`src/rtl/matrix_multiply_3x3_assert.svh`:
```
// Assertion macros used by the matrix multiplier RTL.
// Each macro expects clk_i and rst_ni in the scope where it is used.
`ifndef MATRIX_MULTIPLY_3X3_ASSERT_SVH
`define MATRIX_MULTIPLY_3X3_ASSERT_SVH

// A property that must hold at every clock edge outside reset.
`define MM3_ASSERT_NOW(label, prop, msg) \
  label: assert property (@(posedge clk_i) disable iff (!rst_ni) (prop)) \
    else $error(msg);

// A condition that must be followed by another one in the next cycle.
`define MM3_ASSERT_NEXT(label, ante, cons, msg) \
  label: assert property (@(posedge clk_i) disable iff (!rst_ni) (ante) |=> (cons)) \
    else $error(msg);

`endif

```
`src/rtl/mm3_pkg.sv`:
```
package mm3_pkg;

  localparam int ELEMENT_WIDTH = 8;
  localparam int PRODUCT_WIDTH = 17;

  typedef struct packed {
    logic signed [ELEMENT_WIDTH-1:0] a_element;
    logic signed [ELEMENT_WIDTH-1:0] b_element;
  } in_t;

  typedef struct packed {
    logic signed [PRODUCT_WIDTH-1:0] product_element;
    logic                            last_element;
  } out_t;

  // Control that travels alongside each read through the pipeline.
  typedef struct packed {
    logic valid;       // a term of a dot product is in this stage
    logic first_term;  // first term of the dot product, restarts the sum
    logic last_term;   // last term of the dot product, the sum is complete
    logic last_entry;  // the dot product is the final entry of the product
  } tag_t;

endpackage

```
`src/rtl/mm3_store.sv`:
```
module mm3_store #(
  parameter int DIM = 3,
  localparam int Cells = DIM * DIM,
  localparam int AddrW = $clog2(Cells)
) (
  input  logic                                   clk_i,
  input  logic                                   rst_ni,
  input  logic                                   we_i,
  input  logic [AddrW-1:0]                       waddr_i,
  input  mm3_pkg::in_t                           wdata_i,
  input  logic                                   en_i,
  input  logic [AddrW-1:0]                       a_raddr_i,
  input  logic [AddrW-1:0]                       b_raddr_i,
  input  mm3_pkg::tag_t                          tag_i,
  output logic signed [mm3_pkg::ELEMENT_WIDTH-1:0] a_rdata_o,
  output logic signed [mm3_pkg::ELEMENT_WIDTH-1:0] b_rdata_o,
  output mm3_pkg::tag_t                          tag_o
);
  import mm3_pkg::*;

  logic signed [ELEMENT_WIDTH-1:0] a_mem [Cells];
  logic signed [ELEMENT_WIDTH-1:0] b_mem [Cells];
  logic signed [ELEMENT_WIDTH-1:0] a_rdata_q;
  logic signed [ELEMENT_WIDTH-1:0] b_rdata_q;
  tag_t                            tag_q;

  // One write port per matrix, filled during the load phase.
  always_ff @(posedge clk_i) begin
    if (we_i) begin
      a_mem[waddr_i] <= wdata_i.a_element;
      b_mem[waddr_i] <= wdata_i.b_element;
    end
  end

  // Registered read ports; they hold while the pipeline is stalled.
  always_ff @(posedge clk_i) begin
    if (en_i) begin
      a_rdata_q <= a_mem[a_raddr_i];
      b_rdata_q <= b_mem[b_raddr_i];
    end
  end

  always_ff @(posedge clk_i or negedge rst_ni) begin
    if (!rst_ni) begin
      tag_q <= '0;
    end else if (en_i) begin
      tag_q <= tag_i;
    end
  end

  assign a_rdata_o = a_rdata_q;
  assign b_rdata_o = b_rdata_q;
  assign tag_o     = tag_q;

endmodule

```
`src/rtl/mm3_mac.sv`:
```
module mm3_mac (
  input  logic                                     clk_i,
  input  logic                                     rst_ni,
  input  logic                                     en_i,
  input  logic signed [mm3_pkg::ELEMENT_WIDTH-1:0] a_i,
  input  logic signed [mm3_pkg::ELEMENT_WIDTH-1:0] b_i,
  input  mm3_pkg::tag_t                            tag_i,
  output logic                                     done_o,
  output logic                                     last_entry_o,
  output logic signed [mm3_pkg::PRODUCT_WIDTH-1:0] sum_o
);
  import mm3_pkg::*;

  localparam int MulW = 2 * ELEMENT_WIDTH;

  logic signed [MulW-1:0]          prod_q;
  tag_t                            tag_q;
  logic signed [PRODUCT_WIDTH-1:0] acc_q;
  logic signed [PRODUCT_WIDTH-1:0] acc_base;
  logic signed [PRODUCT_WIDTH-1:0] sum;

  // Multiply stage.
  always_ff @(posedge clk_i) begin
    if (en_i) begin
      prod_q <= a_i * b_i;
    end
  end

  always_ff @(posedge clk_i or negedge rst_ni) begin
    if (!rst_ni) begin
      tag_q <= '0;
    end else if (en_i) begin
      tag_q <= tag_i;
    end
  end

  // Accumulate stage. The sum wraps at the width of the result field.
  assign acc_base = tag_q.first_term ? '0 : acc_q;
  assign sum      = acc_base + PRODUCT_WIDTH'(prod_q);

  always_ff @(posedge clk_i) begin
    if (en_i && tag_q.valid) begin
      acc_q <= sum;
    end
  end

  assign done_o       = tag_q.valid && tag_q.last_term;
  assign last_entry_o = tag_q.last_entry;
  assign sum_o        = sum;

endmodule

```
`src/rtl/matrix_multiply_3x3.sv`:
```
// Path: store read registers, then the multiply register, then the output register.
// Flow: DIM*DIM load transfers, then one product entry at a time, term by term through
// the single read port of each matrix memory (one term per cycle unless output stalls).
// Default size: 9 load transfers and 27 term reads per pair.
// Reset: rst_ni clears the control state; the matrix memories keep no reset value.
`include "matrix_multiply_3x3_assert.svh"

module matrix_multiply_3x3 #(
  parameter int DIM = 3
) (
  input  logic          clk_i,
  input  logic          rst_ni,
  input  logic          in_valid_i,
  output logic          in_ready_o,
  input  mm3_pkg::in_t  in_data_i,
  output logic          out_valid_o,
  input  logic          out_ready_i,
  output mm3_pkg::out_t out_data_o
);
  import mm3_pkg::*;

  localparam int Cells = DIM * DIM;
  localparam int AddrW = $clog2(Cells);
  localparam int IdxW  = $clog2(DIM);

  // The block is either loading matrix elements or issuing the dot product
  // terms of the current pair. The two phases never overlap.
  typedef enum logic [1:0] {
    S_LOAD  = 2'b01,
    S_ISSUE = 2'b10
  } state_e;

  state_e state_q, state_d;

  logic [AddrW-1:0] load_cnt_q, load_cnt_d;
  logic [IdxW-1:0]  r_q, r_d;
  logic [IdxW-1:0]  c_q, c_d;
  logic [IdxW-1:0]  k_q, k_d;

  logic             in_xfer;
  logic             load_done;
  logic             en;
  logic             issue;
  logic             k_last, c_last, r_last;
  logic [AddrW-1:0] a_raddr, b_raddr;
  tag_t             issue_tag;
  tag_t             rd_tag;

  logic signed [ELEMENT_WIDTH-1:0] a_rdata, b_rdata;
  logic                            mac_done;
  logic                            mac_last_entry;
  logic signed [PRODUCT_WIDTH-1:0] mac_sum;

  logic out_valid_q, out_valid_d;
  out_t out_data_q;

  // Loading takes one transfer per cycle while in the load phase.
  assign in_ready_o = (state_q == S_LOAD);
  assign in_xfer    = in_valid_i && in_ready_o;
  assign load_done  = in_xfer && (load_cnt_q == AddrW'(Cells - 1));

  // The whole compute pipeline (read, multiply, accumulate, output) moves as
  // one unit, and only when the output register is empty or being drained.
  // A stall therefore freezes every stage in place and no term is lost.
  assign en    = !out_valid_q || out_ready_i;
  assign issue = (state_q == S_ISSUE) && en;

  assign k_last = (k_q == IdxW'(DIM - 1));
  assign c_last = (c_q == IdxW'(DIM - 1));
  assign r_last = (r_q == IdxW'(DIM - 1));

  // Term k of entry (r, c) reads A at row r, column k and B at row k, column c.
  assign a_raddr = AddrW'(r_q) * AddrW'(DIM) + AddrW'(k_q);
  assign b_raddr = AddrW'(k_q) * AddrW'(DIM) + AddrW'(c_q);

  always_comb begin
    issue_tag            = '0;
    issue_tag.valid      = (state_q == S_ISSUE);
    issue_tag.first_term = (k_q == '0);
    issue_tag.last_term  = k_last;
    issue_tag.last_entry = r_last && c_last;
  end

  // Sequencer. The last read of a pair happens at the same edge that returns
  // the block to the load phase, so new loads never overwrite an element that
  // is still to be read.
  always_comb begin
    state_d    = state_q;
    load_cnt_d = load_cnt_q;
    r_d        = r_q;
    c_d        = c_q;
    k_d        = k_q;
    case (state_q)
      S_LOAD: begin
        if (in_xfer) begin
          if (load_done) begin
            load_cnt_d = '0;
            state_d    = S_ISSUE;
          end else begin
            load_cnt_d = load_cnt_q + AddrW'(1);
          end
        end
      end
      S_ISSUE: begin
        if (issue) begin
          if (!k_last) begin
            k_d = k_q + IdxW'(1);
          end else begin
            k_d = '0;
            if (!c_last) begin
              c_d = c_q + IdxW'(1);
            end else begin
              c_d = '0;
              if (!r_last) begin
                r_d = r_q + IdxW'(1);
              end else begin
                r_d     = '0;
                state_d = S_LOAD;
              end
            end
          end
        end
      end
      default: begin
        state_d = S_LOAD;
      end
    endcase
  end

  always_ff @(posedge clk_i or negedge rst_ni) begin
    if (!rst_ni) begin
      state_q    <= S_LOAD;
      load_cnt_q <= '0;
      r_q        <= '0;
      c_q        <= '0;
      k_q        <= '0;
    end else begin
      state_q    <= state_d;
      load_cnt_q <= load_cnt_d;
      r_q        <= r_d;
      c_q        <= c_d;
      k_q        <= k_d;
    end
  end

  mm3_store #(
    .DIM (DIM)
  ) u_store (
    .clk_i     (clk_i),
    .rst_ni    (rst_ni),
    .we_i      (in_xfer),
    .waddr_i   (load_cnt_q),
    .wdata_i   (in_data_i),
    .en_i      (en),
    .a_raddr_i (a_raddr),
    .b_raddr_i (b_raddr),
    .tag_i     (issue_tag),
    .a_rdata_o (a_rdata),
    .b_rdata_o (b_rdata),
    .tag_o     (rd_tag)
  );

  mm3_mac u_mac (
    .clk_i        (clk_i),
    .rst_ni       (rst_ni),
    .en_i         (en),
    .a_i          (a_rdata),
    .b_i          (b_rdata),
    .tag_i        (rd_tag),
    .done_o       (mac_done),
    .last_entry_o (mac_last_entry),
    .sum_o        (mac_sum)
  );

  // Output register. When the pipeline advances, it either captures a
  // completed dot product or empties because its entry was transferred.
  assign out_valid_d = mac_done;

  always_ff @(posedge clk_i or negedge rst_ni) begin
    if (!rst_ni) begin
      out_valid_q <= 1'b0;
    end else if (en) begin
      out_valid_q <= out_valid_d;
    end
  end

  always_ff @(posedge clk_i) begin
    if (en && mac_done) begin
      out_data_q.product_element <= mac_sum;
      out_data_q.last_element    <= mac_last_entry;
    end
  end

  assign out_valid_o = out_valid_q;
  assign out_data_o  = out_data_q;

  // The load counter rests at zero for the whole compute phase.
  `MM3_ASSERT_NOW(a_load_cnt_idle, (state_q != S_ISSUE) || (load_cnt_q == '0),
                  "load counter not zero during compute")

  // Every pass over the product starts at entry (0, 0), term 0.
  `MM3_ASSERT_NOW(a_issue_start,
                  !$rose(state_q == S_ISSUE) || ((r_q == '0) && (c_q == '0) && (k_q == '0)),
                  "compute pass does not start at the first entry")

  // Issuing the final term of the final entry ends the compute phase.
  `MM3_ASSERT_NEXT(a_issue_end, issue && issue_tag.last_entry && k_last,
                   state_q == S_LOAD, "compute phase did not end after the final term")

  // A completed dot product is never dropped while the output is stalled.
  `MM3_ASSERT_NEXT(a_hold_done, !en && mac_done, mac_done && out_valid_q,
                   "completed entry lost during an output stall")

endmodule

```
`config.mk`:
```
export PLATFORM = sky130hd
export DESIGN_NAME = matrix_multiply_3x3
export DESIGN_NICKNAME = d
export VERILOG_FILES = /design/src/rtl/mm3_pkg.sv /design/src/rtl/mm3_store.sv /design/src/rtl/mm3_mac.sv /design/src/rtl/matrix_multiply_3x3.sv
export VERILOG_INCLUDE_DIRS = /design/src /design/src/rtl
export SDC_FILE = /design/constraint.sdc
export NUM_CORES = 1
export LEC_CHECK = 0
export BUFFER_PORTS_ARGS = -buffer_cell sky130_fd_sc_hd__buf_2
export CAP_MARGIN = 25
export CORE_MARGIN = 1.5
export CORE_UTILIZATION = 38
export CTS_CLUSTER_SIZE = 40
export DETAILED_ROUTE_END_ITERATION = 8
export GPL_TIMING_DRIVEN = 0
export SLEW_MARGIN = 30
export SYNTH_ARGS = -nofsm -noshare
export SYNTH_HDL_FRONTEND = slang
export SYNTH_HIERARCHICAL = 1
export SYNTH_SLANG_ARGS = --single-unit
```
`constraint.sdc`:
```
create_clock -name clk_i -period 5 [get_ports clk_i]
set_clock_uncertainty 0.2 [all_clocks]
set_input_delay 1 -clock clk_i [delete_from_list [all_inputs] [get_ports clk_i]]
set_output_delay 1 -clock clk_i [all_outputs]
set_load 0.01 [all_outputs]
```
* Word level (Yosys, flattened, before mapping) *
Memories as Yosys holds them, arrays and structs flattened. A register that Yosys moved wholly into a read port is not among the register bits.
Index checks and enable logic that the tools add are counted.

storage, ports and cells
  bits in registers = 72
  memory bits (writable) = 144
  bits of input ports = 20
  output and inout port bits = 20
  word-level logic and storage cells = 71
  memories = 2

cells by class
  add/subtract/negate cells = 7
  $mul = 3
  equal/unequal tests = 12
  muxes and demuxes = 14
  reductions and logical operators = 15

memories
  memory         depth  width  rd ports  clocked after memory_dff  write ports  RTL line         source
  u_store.a_mem  9      8      1         1                         1            mm3_store.sv:21  logic signed [ELEMENT_WIDTH-1:0] a_mem [Cells];
  u_store.b_mem  9      8      1         1                         1            mm3_store.sv:22  logic signed [ELEMENT_WIDTH-1:0] b_mem [Cells];

operator list
  kind                                                                    count
  2-bit 2-to-1 mux                                                        9
  17-bit by 16-bit adder with 17-bit output                               1
  17-bit 2-to-1 mux                                                       1
  8-bit by 8-bit multiplier with 16-bit output                            1
  4-bit by 2-bit adder with 4-bit output                                  2
  2-bit equality test (second input constant)                             4
  2-bit by 2-bit multiplier with 4-bit output (second input constant)     2
  2-bit != test (second input constant)                                   4
  1-bit logical AND                                                       7
  2-bit by 1-bit adder with 2-bit output (second input constant)          3
  6-bit AND reduction                                                     1
  4-bit by 1-bit adder with 4-bit output (second input constant)          1
  4-bit equality test (second input constant)                             1
  4-bit 2-to-1 mux                                                        1
  2-bit by 1-bit != test with 1-bit output (second input constant)        2
  2-bit one-hot mux with 2 select lines                                   1
  2-bit AND reduction                                                     2
  4-bit AND reduction                                                     1
  3-bit AND reduction                                                     1
  2-bit by 1-bit equality test with 1-bit output (second input constant)  1
  2-bit zero test                                                         1
  1-bit 2-to-1 mux                                                        2
  1-bit zero test                                                         1
  1-bit logical OR                                                        1

* Logic depth before layout (Yosys ltp) *
Gate-level depths: netlist of run 1.

  depth in word-level cells = 6
  depth in mapped cells = 17
  depth with buffers taken out = 17

* Modules after synthesis *
Netlist of run 1, hierarchy kept.

modules (own cells, without submodules)
  module               times used  cells an instance  area an instance (um^2)  seq. area each (um^2)
  mm3_store            1           335                6,333.6                  4,904.7
  mm3_mac              1           444                4,511.8                  1,091.0
  matrix_multiply_3x3  1           99                 1,410.1                  867.1

* Worst setup path after synthesis of run 1 *
OpenSTA, ideal clock, no wires.

  path type = register to register
  start point = register u_store.a_rdata_q[7] (netlist: u_store/a_rdata_o[7]), read port of u_store.a_mem
  end point = register u_mac.prod_q[14] (data pin)
  setup time = 0.258 ns
  data arrival time = 4.062 ns
  data required time = 4.542 ns
  path slack = 0.481 ns
  stages on the path, launching flop included = 17
  path buffers = 0
  clock period less this slack = 4.519 ns
  path through = edfxtp_1 -> and2_1 -> fa_1 -> inv_1 -> fa_1 -> inv_1 -> fa_1 -> inv_1 -> fa_1 -> inv_1 -> ha_1 -> nor3_1 -> o2bb2ai_1 -> a31oi_1 -> a21o_1 -> a21oi_1 -> xnor2_1

between the ends
  word-level cells in the longest chain between the ends = 1

RTL lines
  item                                          RTL line         source
  start: declaration                            mm3_store.sv:23  logic signed [ELEMENT_WIDTH-1:0] a_rdata_q;
  8-bit by 8-bit multiplier with 16-bit output  mm3_mac.sv:25    prod_q <= a_i * b_i;
  end signal: assignment                        mm3_mac.sv:25
  end: declaration                              mm3_mac.sv:16    logic signed [MulW-1:0] prod_q;

No other way between the ends.
A chain may end at the register's enable or synchronous reset.

* Worst setup path in the final report of run 1 *
Ends and elaborated chain as after synthesis.

==> impl_results.md, run 1 <==
- Crit. path cell count: 16
- Vias in the first global route: just under 7000
- Crit end category: flip-flop
- WL final: 22.2 mm
- Final ANT Viol Nets: 0
- Number of iterations in the first detailed-routing pass: 5
- Post-synth EDFFs: 211
- Reg2Reg Depth: 16
- CP endpoint: u_mac/prod_q[14]
- Data arrival, critical path: 4820 ps
- Dpl hpwl: 15.4 mm
- Commonest non-fill, non-tap cell in the layout: edfxtp_1
- Worst-Skew Late Latency: 540 ps
- Critical path class: flip-flop to flip-flop
- WP data required: around 5000 ps
- Syn Area/Cell: ~14 um2
- Layout cells sized above 1: approximately 17%
- Bufs and invs on worst path: 4
- Critical register-to-register path startpoint: u_store/a_rdata_o[7]
- Yosys warning total: 6
- Initial antenna violation count: 3
- Clock root buffer master: clkbuf_16
- Post-Syn Instances: 878
- Via count: 6676
- HP Class: primary input to async pin
- Net count, final: 1093
- Seq/Total Area, Yosys: 56.0%
- Num CTS Buffers: 24
- FF+latch count, synth: 232
- Global-route wire length before repair: 35.9 mm
- # IOs: 40
- DRC violations left: 0
- Die area: ~0.033 mm2
- Status: complete, no violations
- Syn Nets: 1015
- RSZ-0062 raised after global routing: no
- Maximum operating frequency: between 200 and 250 MHz
- Slowest cell on the critical path: fa_1
- Min Tclk post-route: 4740 ps
- Max Transition Viols Final: 0
- Grt total ovfl: 0
- CTS H-tree depth: 1
- Ys flop type: edfxtp_1
- Die Height: 183 um
- DR WL/cell: 16.1 um
- Critical path cell sequence: and2_1 > fa_1 > inv_2 > fa_1 > inv_1 > fa_1 > inv_1 > fa_1 > inv_1 > ha_1 > nor3_2 > o2bb2ai_1 > a31oi_2 > a21o_1 > a21oi_1 > xnor2_1
- Via density: 4.85
- GR Util All Layers: between 10% and 20%
- Most frequent cells in the layout: edfxtp_1 (211), inv_1 (93), fa_1 (60)
- Slew @ Worst Pin: about 860 ps
- Tcrit/Tclk final: a little over nine tenths
- Crit-path leading delay family: adder cells
- Fin. Hold Viols: 0
- Async set-reset flop share out of synthesis: under 10%
- Die X-Extent: 183 um
- Port Buffers: 39
- Worst reg2reg path endpoint: u_mac/prod_q[14]
- Core ar.: approximately 0.032 mm2
- Clk slew on worst S/H paths: 60 ps
- Cell row count: 65
- Slew HR: a little over two fifths
- Area grow syn2layout: 13.5%
- TritonCTS clock tree: built
- Initial DRC Count: 236
- Final setup TNS: 0 ps
- Setup Viol. Count Final: 0
- Crit-path most repeated cell: fa_1
- Clk sink count: 232
- Post-synth cell types: 58
- Starting Density: between 30 and 40%
- Mapped cell area: 0.0123 mm2
- GP Congestion: 0.846
- R2R setup slack: 260 ps
- Setup crit start: u_store/a_rdata_o[7]
- CP Max Fanout: 6
- Max-cap violations: 0
- Setup crit start kind: flip-flop
- Largest stage delay on the critical path: 570 ps
- Largest net degree at the start of global routing: 28
- CTS max path bufs: 3
[how the worst min path moves through the flow]
| stage | cells after the start | endpoint | start | slack [ps] |
|---|---|---|---|---|
| final | 1 | load_cnt_q[2] | rst_ni | 220 |
| after floorplan | 0 | out_data_o[0] | u_mac/last_entry_o | 220 |
| after detailed placement | 0 | out_data_o[0] | u_mac/last_entry_o | 270 |
| after global placement | 0 | out_data_o[0] | u_mac/last_entry_o | 260 |
| after global routing | 1 | load_cnt_q[2] | rst_ni | 250 |
| after CTS | 1 | load_cnt_q[2] | rst_ni | 230 |
[cells in the mapped netlist (4+ instances only)]
master / n / area [um2]
nor3_1: 5 / 25.0
and2_1: 45 / 282
nand3_1: 8 / 40.0
a22o_1: 16 / 140
nor2b_1: 24 / 150
nand3b_1: 4 / 30.0
mux2i_1: 32 / 320
o21ai_1: 5 / 25.0
clkbuf_1: 4 / 15.0
o31ai_1: 14 / 105
a21oi_1: 23 / 115
o22ai_1: 16 / 100
edfxtp_1: 211 / 6340
buf_1: 7 / 26.3
o21ai_0: 12 / 60.1
a31oi_1: 5 / 31.3
fa_1: 60 / 1200
buf_6: 4 / 45.0
nand2b_1: 12 / 75.1
nor2_1: 29 / 109
inv_1: 94 / 353
xor2_1: 6 / 52.6
mux2_2: 45 / 507
a21o_1: 7 / 52.6
ha_1: 57 / 713
nand2_1: 46 / 173
dfrtp_1: 20 / 500
xnor2_1: 25 / 219
[metal layers]
metal | track usage [%] | vias to the layer above | part of all wire, %
li1 | - | 3272 | -
met1 | 17.1 | 3263 | 45
met2 | 24.3 | 99 | 49
met5 | 0 | - | 0.086
met3 | 2.55 | 38 | 3.9
met4 | 3.24 | 4 | 2.0
[stage by stage]
| step | util [%] | instances | hold slack, ps | instance area (um2) | worst slack (ps) |
|---|---|---|---|---|---|
| final | 44.0 | 1376 | 216 | 13900 | 256 |
| after global routing | 44.0 | 1375 | 252 | 13900 | 9.11 |
| after CTS | 43.8 | 1370 | 228 | 13900 | 75.0 |
| after detailed placement | 41.4 | 1327 | 275 | 13100 | 93.0 |
| after global placement | 40.9 | 1319 | 265 | 13000 | 149 |
| after floorplan | - | 878 | 221 | 12300 | 481 |
[state kept, by name, indices dropped and copies added (netlist names)]
name / cells
u_store/a_mem: 72
u_store/b_mem: 72
out_data_o: 18
u_mac/acc_q: 17
u_mac/prod_q: 16
u_store/a_rdata_o: 8
u_store/b_rdata_o: 8
load_cnt_q: 4
u_store/tag_o: 4
u_mac/tag_q: 3
c_q: 2
k_q: 2
r_q: 2
state_q: 2
out_valid_o: 1
u_mac/last_entry_o: 1
[worst reg2reg max path: stages, from the launching register on]
cell and delay (ps):
edfxtp_1 470, and2_1 250, fa_1 570, inv_2 100, fa_1 540, inv_1 60
fa_1 530, inv_1 50, fa_1 520, inv_1 40, ha_1 230, nor3_2 230
o2bb2ai_1 160, a31oi_2 70, a21o_1 200, a21oi_1 170, xnor2_1 80
[cells by family after synthesis]
| group | after synthesis | share of synthesized area (%) |
|---|---|---|
| and+or+nand+nor | 184 | 8.01 |
| xor gates and xnor gates | 31 | 2.22 |
| adders and majority gates | 117 | 15.6 |
| AOI/OAI and AO/OA | 121 | 7.08 |
| buffers and inverters | 116 | 4.33 |
| muxes | 77 | 6.75 |
| DFF | 232 | 56.0 |
[area by class of cell]
type | instances | area, um2
antenna | 1 | 2.50
buffer | 21 | 174
clock buffer | 33 | 634
clock inverter | 10 | 119
fill | 2851 | 17700
inverter | 95 | 360
multi-input combinational | 530 | 4940
sequential | 232 | 6860
tap | 402 | 503
timing repair buffer | 52 | 317
[what timing repair did]
action                                  4_1_cts  5_1_grt
endpoints found under the setup margin        0        3
buffers inserted                              0        5
resized for setup                             0        6
hold endpoints to repair                      0        0
hold buffers                                  0        0
Power of run 1 is left out: the tool's default activity adds up to more than one toggle a clock period on the data nets, which glitch-free logic cannot reach.
==> run 2: changes to the inputs <==
--- a/config.mk
+++ b/config.mk
@@ -8,6 +8,7 @@
 export LEC_CHECK = 0
 export BUFFER_PORTS_ARGS = -buffer_cell sky130_fd_sc_hd__buf_2
 export CAP_MARGIN = 25
+export CORE_ASPECT_RATIO = 0.9
 export CORE_MARGIN = 1.5
 export CORE_UTILIZATION = 38
 export CTS_CLUSTER_SIZE = 40
==> impl_results.md, run 2 (same netlist as run 1, synthesis figures left out) <==
- Final ANT Viol Nets: 0 (unchanged)
- Commonest non-fill, non-tap cell in the layout: edfxtp_1
- Tcrit/Tclk final: 96.4% (+1.5 points)
- Area grow syn2layout: 13.4% (about the same)
- Bufs and invs on worst path: 4 (unchanged)
- Most frequent cells in the layout: edfxtp_1 (211), inv_1 (94), fa_1 (60)
- Layout cells sized above 1: 16.5% (-0.21 points)
- Final setup TNS: 0 ps (unchanged)
- Cell row count: 62 (-4.6%)
- CP Max Fanout: 8 (+2)
- Critical path class: flip-flop to flip-flop
- CTS max path bufs: 3 (unchanged)
- Slowest cell on the critical path: fa_1
- DR WL/cell: 16.3 um (+1.0%)
- Initial DRC Count: 327 (+39%)
- FILL cells: 2937 (+3.0%)
- Largest stage delay on the critical path: 580 ps (about the same)
- Clk sink count: 232 (unchanged)
- CTS H-tree depth: 1 (unchanged)
- Die Height: 173 um (-5.0%)
- Num CTS Buffers: 25 (+4.2%)
- Slew HR: 42.6% (+0.39 points)
- Die area: 0.0333 mm2 (about the same)
- Dpl hpwl: 15.8 mm (+2.4%)
- Worst-Skew Late Latency: 540 ps (about the same)
- Port Buffers: 39 (unchanged)
- Via count: 6762 (+1.3%)
- # IOs: 40 (unchanged)
- Starting Density: 38.5% (-0.21 points)
- Crit-path leading delay family: adder cells
- CTS hold repair buffers: 0 (unchanged)
- R2R setup slack: 180 ps (-70 ps)
- Worst reg2reg path endpoint: u_mac/prod_q[14]
- Slew @ Worst Pin: 861 ps (-2.72 ps)
- Max-cap violations: 0 (unchanged)
- HP Class: primary input to async pin
- Vias in the first global route: 6912 (+0.91%)
- Status: complete, no violations
- Crit end category: flip-flop
- Critical path cell sequence: and2_1 > fa_1 > inv_1 > fa_1 > inv_1 > fa_1 > inv_1 > fa_1 > inv_1 > ha_1 > nor3_1 > o2bb2ai_1 > a31oi_1 > a21o_1 > a21oi_1 > xnor2_1
- GR Util All Layers: 13.9% (+0.27 points)
- DRC violations left: 0 (unchanged)
- TritonCTS clock tree: built
- Largest net degree at the start of global routing: 50 (+79%)
- Critical register-to-register path startpoint: u_store/b_rdata_o[4]
- Via density: 4.89 (+0.70%)
- Maximum operating frequency: 208 MHz (-1.5%)
- Die X-Extent: 192 um (+5.3%)
- Min Tclk post-route: 4820 ps (+73.8 ps)
- Setup crit start kind: flip-flop
- GP Congestion: 0.826 (-2.4%)
- Core ar.: 0.0318 mm2 (+0.53%)
- Clock root buffer master: clkbuf_16
- Setup Viol. Count Final: 0 (unchanged)
- Reg2Reg Depth: 16 (unchanged)
- Fin. Hold Viols: 0 (unchanged)
- Initial antenna violation count: 2 (-1)
- WL final: 22.5 mm (+1.6%)
- Data arrival, critical path: 4890 ps (+70 ps)
- Clk slew on worst S/H paths: 60 ps (about the same)
- Net count, final: 1089 (-0.37%)
- Grt total ovfl: 0 (unchanged)
- Max Transition Viols Final: 0 (unchanged)
- RSZ-0062 raised after global routing: no
- Number of iterations in the first detailed-routing pass: 5 (unchanged)
- Global-route wire length before repair: 36.7 mm (+2.5%)
- WP data required: 5070 ps (about the same)
==> run 2: area by class of cell <==
class,instances,area [um2],area share (%)
Antenna cell,1,2.50,0.0180
Buffer,21,176,1.27
Clock buffer,31,669,4.82
Clock inverter,11,124,0.891
Inverter,95,360,2.59
Multi-Input combinational cell,530,4930,35.4
Sequential cell,232,6860,49.4
Tap cell,416,520,3.75
Timing Repair Buffer,47,255,1.84
==> run 2: worst reg2reg max path, cell delays in order, from the launching register on <==
cell	delay (ps)
edfxtp_1	500
and2_1	210
fa_1	580
inv_1	140
fa_1	550
inv_1	50
fa_1	530
inv_1	50
fa_1	520
inv_1	40
ha_1	220
nor3_1	240
o2bb2ai_1	150
a31oi_1	90
a21o_1	210
a21oi_1	180
xnor2_1	90
==> run 2: how the worst max path moves through the flow <==
stage / start / endpoint / slack (ps) / cells after the start
finish: u_store/b_rdata_o[4] / u_mac/prod_q[14] / 180 / 16
global route: u_store/b_rdata_o[4] / u_mac/prod_q[14] / 10 / 16
CTS: u_store/b_rdata_o[3] / u_mac/prod_q[14] / 140 / 16
detailed placement: u_store/a_rdata_o[7] / u_mac/prod_q[14] / 130 / 16
global placement: u_store/a_rdata_o[7] / u_mac/prod_q[14] / 190 / 16
floorplan: u_store/a_rdata_o[7] / u_mac/prod_q[14] / 480 / 16
==> run 2: what timing repair did <==
item / 4_1_cts / 5_1_grt
resized for setup: 0 / 3
setup endpoints to repair: 0 / 3
setup buffers: 0 / 2
==> run 2: layer usage <==
metal | vias to the layer above | GRT usage [%] | part of all wire [%]
met3 | 37 | 2.37 | 3.6
met1 | 3345 | 18.6 | 47
met4 | 4 | 3.17 | 2.0
met5 | - | 0 | 0.11
met2 | 101 | 23.5 | 48
li1 | 3275 | - | -
==> run 2: stage by stage <==
| stage | hold WS [ps] | std cells | instance area [um2] | setup slack, ps | util [%] |
|---|---|---|---|---|---|
| final | 227 | 1384 | 13900 | 182 | 43.7 |
| after global routing | 259 | 1383 | 13900 | 10.4 | 43.7 |
| after CTS | 223 | 1381 | 13900 | 143 | 43.6 |
| after detailed placement | 240 | 1339 | 13100 | 130 | 41.1 |
| after global placement | 238 | 1333 | 13000 | 193 | 40.8 |
| after floorplan | 221 | 878 | 12300 | 481 | - |
Power of run 2 is left out for the same reason.
==> run 3: changes to the inputs <==
--- a/config.mk
+++ b/config.mk
@@ -14,6 +14,7 @@
 export CTS_CLUSTER_SIZE = 40
 export DETAILED_ROUTE_END_ITERATION = 8
 export GPL_TIMING_DRIVEN = 0
+export MAX_ROUTING_LAYER = met4
 export SLEW_MARGIN = 30
 export SYNTH_ARGS = -nofsm -noshare
 export SYNTH_HDL_FRONTEND = slang
==> impl_results.md, run 3 (same netlist as run 1, synthesis figures left out) <==
- Setup Viol. Count Final: 0 (unchanged)
- Grt total ovfl: 0 (unchanged)
- Critical path cell sequence: and2_1 > fa_1 > inv_1 > fa_1 > inv_1 > fa_1 > inv_1 > fa_1 > inv_1 > ha_1 > nor3_1 > o2bb2ai_1 > a31oi_1 > a21o_1 > a21oi_1 > xnor2_1
- Placed Instances: 1339 (unchanged)
- Final hold slack: 224 ps (-2.92 ps)
- HP Class: primary input to async pin
- Initial DRC Count: 297 (-9.2%)
- TritonCTS clock tree: built
- Most frequent cells in the layout: edfxtp_1 (211), inv_1 (94), fa_1 (60)
- Port Buffers: 39 (unchanged)
- Clk slew on worst S/H paths: 60 ps (about the same)
- GR Util All Layers: 14.3% (+0.43 points)
- Core ar.: 0.0318 mm2 (unchanged)
- Crit end category: flip-flop
- Initial antenna violation count: 2 (unchanged)
- Setup crit start kind: flip-flop
- Fin. Hold Viols: 0 (unchanged)
- Placed Area: 0.0131 mm2 (unchanged)
- DRC violations left: 0 (unchanged)
- Die area: 0.0333 mm2 (unchanged)
- Layout cells sized above 1: 16.5% (unchanged)
- Die Height: 173 um (unchanged)
- Global-route wire length before repair: 36.8 mm (about the same)
- Bufs and invs on worst path: 4 (unchanged)
- Slowest cell on the critical path: fa_1
- Tcrit/Tclk final: 96.4% (about the same)
- Net count, final: 1089 (unchanged)
- Area grow syn2layout: 13.4% (about the same)
- Via count: 6740 (-0.33%)
- CP Max Fanout: 8 (unchanged)
- Min Tclk post-route: 4820 ps (+1.47 ps)
- CTS H-tree depth: 1 (unchanged)
- Finished Layout Cells: 1386 (+0.14%)
- RSZ-0062 raised after global routing: no
- Starting Density: 38.5% (unchanged)
- Final ANT Viol Nets: 0 (unchanged)
- WL final: 22.5 mm (-0.16%)
- DR WL/cell: 16.2 um (-0.30%)
- Slew @ Worst Pin: 860 ps (-0.208 ps)
- # IOs: 40 (unchanged)
- Clk sink count: 232 (unchanged)
- FILL cells: 2936 (-0.034%)
- Num CTS Buffers: 25 (unchanged)
- Cell row count: 62 (unchanged)
- Dpl hpwl: 15.8 mm (unchanged)
- CTS max path bufs: 3 (unchanged)
- Largest stage delay on the critical path: 580 ps (about the same)
- Crit-path leading delay family: adder cells
- Vias in the first global route: 6896 (-0.23%)
- Commonest non-fill, non-tap cell in the layout: edfxtp_1
- Clock root buffer master: clkbuf_16
- Die X-Extent: 192 um (unchanged)
- Final setup TNS: 0 ps (unchanged)
- GP Congestion: 0.840 (+1.8%)
- Critical path class: flip-flop to flip-flop
- Number of iterations in the first detailed-routing pass: 5 (unchanged)
- Slew HR: 42.6% (about the same)
- Data arrival, critical path: 4890 ps (about the same)
- Max Transition Viols Final: 0 (unchanged)
- Status: complete, no violations
- Max-cap violations: 0 (unchanged)
- WP data required: 5070 ps (about the same)
- Largest net degree at the start of global routing: 50 (unchanged)
- Worst-Skew Late Latency: 540 ps (about the same)
- Maximum operating frequency: 207 MHz (about the same)
- Via density: 4.86 (-0.47%)
- Final Instance Area: 0.0139 mm2 (about the same)
run 3: changes by cell type in the layout (fill, tap and decap cells not counted), sizes merged:
cell | before | now
diode | 1 | 3
run 3: per-stage QoR:
step	utilization (%)	setup slack, ps
3_3_place_gp	40.8	193
4_1_cts	43.6	143
2_1_floorplan	-	481
5_1_grt	43.7	9.10
3_5_place_dp	41.1	130
6_report	43.7	180
run 3: path summary, 6_finish.rpt:
| path | cells after the start | slack [ps] | to | startpoint |
|---|---|---|---|---|
| worst max-delay path | 16 | 180 | u_mac/prod_q[14] | u_store/b_rdata_o[4] |
| max in group asynchronous | 1 | 4010 | state_q[0] | rst_ni |
| min in group clk_i | 0 | 260 | out_data_o[0] | u_mac/last_entry_o |
| worst min-delay path | 1 | 220 | load_cnt_q[2] | rst_ni |
| worst max register to register | 16 | 180 | u_mac/prod_q[14] | u_store/b_rdata_o[4] |
| worst min register to register | 0 | 260 | out_data_o[0] | u_mac/last_entry_o |
run 3: metal layers:
metal | track usage, % | part of all wire, % | vias to the layer above
li1 | - | - | 3279
met2 | 23.5 | 48 | 92
met5 | - | 0 | -
met3 | 2.37 | 3.4 | 34
met4 | 3.17 | 2.0 | 0
met1 | 18.7 | 47 | 3335
run 3: repair_timing:
item,4_1_cts,5_1_grt
setup endpoints to repair,0,3
hold buffers,0,0
setup buffers,0,2
hold endpoints to repair,0,0
gates resized for setup,0,3
run 3: cell type report:
class / count / area [um2] / share of cell area (%)
Antenna cell: 3 / 7.51 / 0.0540
Timing Repair Buffer: 47 / 255 / 1.84
Sequential cell: 232 / 6860 / 49.4
Clock inverter: 11 / 124 / 0.891
Buffer: 21 / 176 / 1.27
Clock buffer: 31 / 669 / 4.82
Inverter: 95 / 360 / 2.59
Multi-Input combinational cell: 530 / 4930 / 35.4
Tap cell: 416 / 520 / 3.74
Power of run 3 is left out for the same reason.
